## src/hw/rtl/ogb_pkg.sv

```systemverilog
package ogb_pkg;

    localparam int GRID_DIM_DEFAULT = 64;

    localparam int COORD_W = 16;
    localparam int CFG_W   = 16;
    localparam int COUNT_W = 16;
    localparam int FIELD_W = 6;
    localparam int IDX_W   = 8;
    localparam int APB_W   = 32;
    localparam int PADDR_W = 3;

    localparam logic [COORD_W-1:0] SPAN_LIMIT     = 16'd44800;
    localparam logic [COUNT_W-1:0] COUNT_MAX      = 16'hFFFF;
    localparam logic [CFG_W-1:0]   CELL_EDGE_RESET = 16'd640;
    localparam logic [CFG_W-1:0]   MIN_HITS_RESET  = 16'd1;

    localparam logic REG_CELL_EDGE = 1'b0;
    localparam logic REG_MIN_HITS  = 1'b1;

    localparam logic KIND_POINT = 1'b0;
    localparam logic KIND_READ  = 1'b1;

    typedef struct packed {
        logic             is_read;
        logic             in_grid;
        logic [IDX_W-1:0] col;
        logic [IDX_W-1:0] row;
    } cmd_t;

    typedef enum logic [1:0] {
        F_IDLE,
        F_DIV,
        F_CHECK
    } front_state_t;

    typedef enum logic [1:0] {
        B_CLEAR,
        B_IDLE,
        B_EXEC
    } back_state_t;

endpackage

```

## src/hw/rtl/ogb_queue.sv

```systemverilog
module ogb_queue (
    input  logic          clk,
    input  logic          rst_n,
    input  logic          push,
    input  ogb_pkg::cmd_t push_cmd,
    output logic          full,
    input  logic          pop,
    output ogb_pkg::cmd_t head,
    output logic          empty
);
    import ogb_pkg::*;

    localparam int DEPTH = 2;
    localparam int PW    = $clog2(DEPTH);
    localparam int NW    = $clog2(DEPTH + 1);

    cmd_t            entry_reg [DEPTH];
    logic [PW-1:0]   wr_ptr_reg;
    logic [PW-1:0]   rd_ptr_reg;
    logic [NW-1:0]   count_reg;
    logic            do_push;
    logic            do_pop;

    assign full    = (count_reg == NW'(DEPTH));
    assign empty   = (count_reg == '0);
    assign do_push = push && !full;
    assign do_pop  = pop && !empty;
    assign head    = entry_reg[rd_ptr_reg];

    always_ff @(posedge clk or negedge rst_n)
    begin
        if (!rst_n)
        begin
            wr_ptr_reg <= '0;
            rd_ptr_reg <= '0;
            count_reg  <= '0;
        end
        else
        begin
            if (do_push)
            begin
                wr_ptr_reg <= wr_ptr_reg + 1'b1;
            end
            if (do_pop)
            begin
                rd_ptr_reg <= rd_ptr_reg + 1'b1;
            end
            if (do_push && !do_pop)
            begin
                count_reg <= count_reg + 1'b1;
            end
            else if (do_pop && !do_push)
            begin
                count_reg <= count_reg - 1'b1;
            end
        end
    end

    always_ff @(posedge clk)
    begin
        if (do_push)
        begin
            entry_reg[wr_ptr_reg] <= push_cmd;
        end
    end

endmodule

```

## config.mk

```make
export PLATFORM = sky130hd
export DESIGN_NAME = ogb_queue
export DESIGN_NICKNAME = d
export VERILOG_FILES = /design/src/hw/rtl/ogb_pkg.sv /design/src/hw/rtl/ogb_queue.sv
export SDC_FILE = /design/constraint.sdc
export NUM_CORES = 1
export LEC_CHECK = 0
export BUFFER_PORTS_ARGS = -buffer_cell sky130_fd_sc_hd__buf_2
export CAP_MARGIN = 25
export CORE_ASPECT_RATIO = 0.9
export CORE_MARGIN = 2
export CORE_UTILIZATION = 43
export CTS_CLUSTER_DIAMETER = 150
export DETAILED_ROUTE_END_ITERATION = 6
export HOLD_SLACK_MARGIN = 0.05
export PLACE_DENSITY = 0.72
export SLEW_MARGIN = 20
export SYNTH_ARGS = -nofsm -noshare
export SYNTH_HDL_FRONTEND = slang
export SYNTH_SLANG_ARGS = --single-unit
```

## constraint.sdc

```tcl
create_clock -name clk -period 2.2 [get_ports clk]
set_input_delay 0.22 -clock clk [delete_from_list [all_inputs] [get_ports clk]]
set_output_delay 0.22 -clock clk [all_outputs]
set_load 0.05 [all_outputs]
```

== After elaboration in Yosys (flattened, before gate mapping) ==
Memories as Yosys holds them, arrays and structs flattened.
Cells that the tools add are included.

* Bits in registers: 4
* Bits in writable memories: 36
* Bits of input ports: 22
* Output and inout bits: 20
* Memories kept: 1

{| class="wikitable"
|+ Memory list
! memory !! depth !! width !! rd ports !! clocked after Yosys merged registers in !! wr ports !! RTL line !! RTL
|-
| entry_reg || 2 || 18 || 1 || 0 || 1 || ogb_queue.sv:17 || <nowiki>cmd_t entry_reg [DEPTH];</nowiki>
|}

* $add $sub $neg: 4
* Equal/unequal tests: 1
* Mux-type cells: 4
* Reduce and logical (&&, ||, !) cells: 10

{| class="wikitable"
|+ Operators by type and width
! cell !! count
|-
| 1-bit logical AND || 4
|-
| 1-bit zero test || 4
|-
| 2-bit two-way mux || 2
|-
| 1-bit adder (second input constant) || 2
|-
| 2-bit by 1-bit adder with 2-bit output (second input constant) || 1
|-
| 2-bit equality test (second input constant) || 1
|-
| 2-bit zero test || 1
|-
| 1-bit two-way mux || 2
|-
| 2-bit nonzero test || 1
|-
| 2-bit by 1-bit subtractor with 2-bit output (second input constant) || 1
|}

== Logic depth before layout (Yosys ltp) ==
* Word-level depth: 7
* Gate-level depth with buffers: 7

== Worst setup path after synthesis ==
OpenSTA, ideal clock, no wires.

* Path kind: flip-flop to flip-flop
* Start point: register count_reg[0]
* End point: memory entry_reg[0][0] in the netlist's numbering, enable pin
* Arrival: 1.427 ns
* Data required time: 1.808 ns
* Path slack: 0.380 ns
* Stages on the path, launching flop included: 4
* Buffers on the path: 0
* Clock period less this slack: 1.820 ns
* Path through: dfrtp_1 -> nand2b_1 -> nand2_1 -> nor2_1

* Cells in the longest elaborated chain, start to end: 5

{| class="wikitable"
|+ RTL lines
! element !! RTL line !! RTL
|-
| from (decl) || ogb_queue.sv:20 || <nowiki>logic [NW-1:0] count_reg;</nowiki>
|-
| from (signal assigned) || ogb_queue.sv:50 || <nowiki>count_reg <= count_reg + 1'b1;</nowiki>
|-
| from (signal assigned) || ogb_queue.sv:54 || <nowiki>count_reg <= count_reg - 1'b1;</nowiki>
|-
| 2-bit equality test || ogb_queue.sv:24 || <nowiki>assign full = (count_reg == NW'(DEPTH));</nowiki>
|-
| 1-bit zero test || ogb_queue.sv:26 || <nowiki>assign do_push = push && !full;</nowiki>
|-
| 1-bit logical AND || ogb_queue.sv:26 ||
|-
| 1-bit two-way mux || ogb_queue.sv:61 || <nowiki>if (do_push)</nowiki>
|-
| 1-bit two-way mux (not written as such) || ogb_queue.sv:63 || <nowiki>entry_reg[wr_ptr_reg] <= push_cmd;</nowiki>
|-
| to (decl) || ogb_queue.sv:17 ||
|}

No other way between the ends.

==> results by group <==
Run status
  • Status: completed

Layout
  • FILL cells: ~280
  • Layout area overhead: 25.9%
  • # diodes: 0
  • Share of layout cells above drive strength 1: 54.8%
  • Post-layout nets: ~150
  • Largest register FFs: 36

Placement
  • Placer Congestion: roughly 0.7
  • Pre-CTS WS: 0.630 ns
  • DP Wirelength: roughly 1600 um
  • IO Port Bufs: just over 40

Critical path
  • CP Launch Type: register
  • Worst endpoint required time: slightly below 2 ns
  • Setup crit end kind: output pin
  • Crit path kind: register to output pin
  • Worst-path fanout max: 18
  • Slowest-stage cell, CP: mux2_2
  • Cell Chain, Critical Path: buf_4 > mux2_2 > buf_2
  • WP buf/inv: 2
  • Critical Path AT: between 1.5 and 2 ns
  • Critical path's largest stage delay: around 0.38 ns
  • Top delay family on crit path: buffers and inverters

Die
  • IO Pins: 42
  • Rows: 20
  • Die Span Y: just over 60 um
  • Die area: 4090 sq um
  • Initial Util: between 40% and 50%
  • Core area: around 3400 sq um
  • Die width: 67.2 um

Route
  • Via density: ~4.6
  • DRC violations left: 0
  • Pre-Repair DR Iteration Count: 4
  • 1st-iter DRT viols: 24
  • Detail Route Antenna Nets: 0
  • Vias: ~780
  • Wire per inst: around 14 um
  • Total routed wirelength: 2350 um

STA
  • RSZ-0062 raised after global routing: false
  • Layout Skew: between 0.003 and 0.004 ns
  • Minimum clock period: about 1.8 ns
  • Least-Margin Pin Slew: between 0.2 and 0.3 ns
  • Slew margin rel.: about four fifths
  • Setup_tns: 0 ns
  • Final Setup Violations: 0
  • Final period utilization: 79.8%
  • Final hold vios: 0
  • Fmax: 570 MHz
  • Final max-slew violation count: 0
  • Setup WS post-layout: approximately 0.44 ns

Clock network
  • CTS max path bufs: 2
  • CTS tree: done
  • Depth of the CTS H-tree: 2
  • CTS Sinks: 40
  • TritonCTS Buffers: 5
  • Root buf cell: clkbuf_8
  • Worst-path clk slew: ~0.07 ns
  • Cts repair resizes: 0
  • Clock Latency Late Sink: about 0.28 ns

Yosys
  • Netlist cell types: 16
  • Synthesized area: 1550 sq um
  • Yosys warns: 0
  • Seq cells post-synth: 40
  • Post-synthesis sequential area ratio: roughly 76%
  • Syn_area_per_cell: slightly above 20 sq um
  • Mapped Nets: slightly below 100
  • Post-Syn Instances: 75

Global routing
  • Vias in the first global route: 795
  • First-pass GRT wire length: roughly 3500 um
  • GRT overflow: 0
  • Largest net degree at the start of global routing: 19
  • GRT Overall Usage: around an eighth
  • Initial antenna violation count: 0

Flow run
  • Max cap viols: 0

Hold path
  • Min-delay worst type: input pin to register

Pwr
  • Leakage power: 0.799 nW
  • Worst IR drop on VDD: roughly 0.00085 V
  • Pwr Density: ~1600 nW/um^2
Yosys cell counts:
library cell	instances	area, sq um
nor2_1	3	11.3
xor2_1	2	17.5
dfrtp_1	4	100
buf_6	1	11.3
ha_1	1	12.5
xnor2_1	3	26.3
buf_12	1	20.0
and3_1	1	6.26
mux2_1	2	22.5
mux2_2	7	78.8
nand2b_1	1	6.26
o21ai_1	1	5.00
edfxtp_1	36	1080
inv_1	2	7.51
nand2_1	1	3.75
mux2_4	9	135
metrics by stage:
stage	total power [mW]	util, %	hold slack, ns	instances	area [sq um]
after floorplan	2.26	-	-0.0756	75	1550
after global placement	2.47	53.1	0.0265	162	1810
after detailed placement	2.50	53.1	0.0369	162	1810
after CTS	3.18	57.2	0.107	170	1950
after global routing	3.29	57.2	0.108	170	1950
final	3.14	57.2	0.120	170	1950
metal layers:
metal	global-route usage (%)	vias to the layer above	wire length [um]
met1	12.9	373	900
met3	5.75	4	140
li1	-	383	-
met2	21.2	23	1280
met4	7.00	0	21
met5	0	-	0
kinds of logic (layout without fill, tap and decap cells):
logic type	count (synthesis)	count (layout)	share of synthesized area (%)
buf+inv	4	55	2.51
xor+xnor	5	5	2.83
compound gates	1	1	0.324
simple gates	6	6	1.78
flops	40	40	76.4
fa+ha+maj	1	1	0.810
mux	18	18	15.3
power by group:
group          internal, mW  total [mW]  switching, mW
Combinational         0.424        1.35          0.921
Sequential             1.05        1.12         0.0732
Clock                 0.446       0.673          0.227
Total                  1.92        3.14           1.22
worst paths after layout:
path | end | startpoint | slack, ns | cells after the start
max reg2reg | count_reg[1] | count_reg[0] | 0.62 | 7
max | head[1] | rd_ptr_reg | 0.44 | 3
max in group asynchronous | rd_ptr_reg | rst_n | 1.80 | 2
min in group asynchronous | count_reg[0] | rst_n | 0.28 | 2
min reg2reg | rd_ptr_reg | rd_ptr_reg | 0.47 | 1
min | entry_reg[1][17] | push_cmd[17] | 0.12 | 1
cell type report:
class | count | area, sq um | area share [%]
sequential | 40 | 1180 | 60.7
multi-input combinational | 31 | 328 | 16.8
timing repair buffer | 46 | 245 | 12.6
clock buffer | 5 | 68.8 | 3.54
clock inverter | 2 | 60.1 | 3.09
tap | 44 | 55.1 | 2.83
inverter | 2 | 7.51 | 0.386
placed cells by master (no fill, tap or decap):
cell,n
inv_1,2
dlygate4sd3_1,1
o21ai_1,1
nor2_2,1
buf_2,41
bufinv_16,2
mux2_2,7
clkbuf_8,5
dfrtp_1,4
mux2_4,9
nor2_1,2
edfxtp_1,36
nand2b_1,1
nand2_1,1
mux2_1,2
buf_4,4
xor2_1,2
and3_1,1
ha_1,1
xnor2_1,3
timing repair:
| action | CTS | global route |
|---|---|---|
| buffers inserted | 0 | 0 |
| hold endpoints to repair | 4 | 0 |
| hold buffers | 1 | 0 |
(Power assumes the default switching activity.)
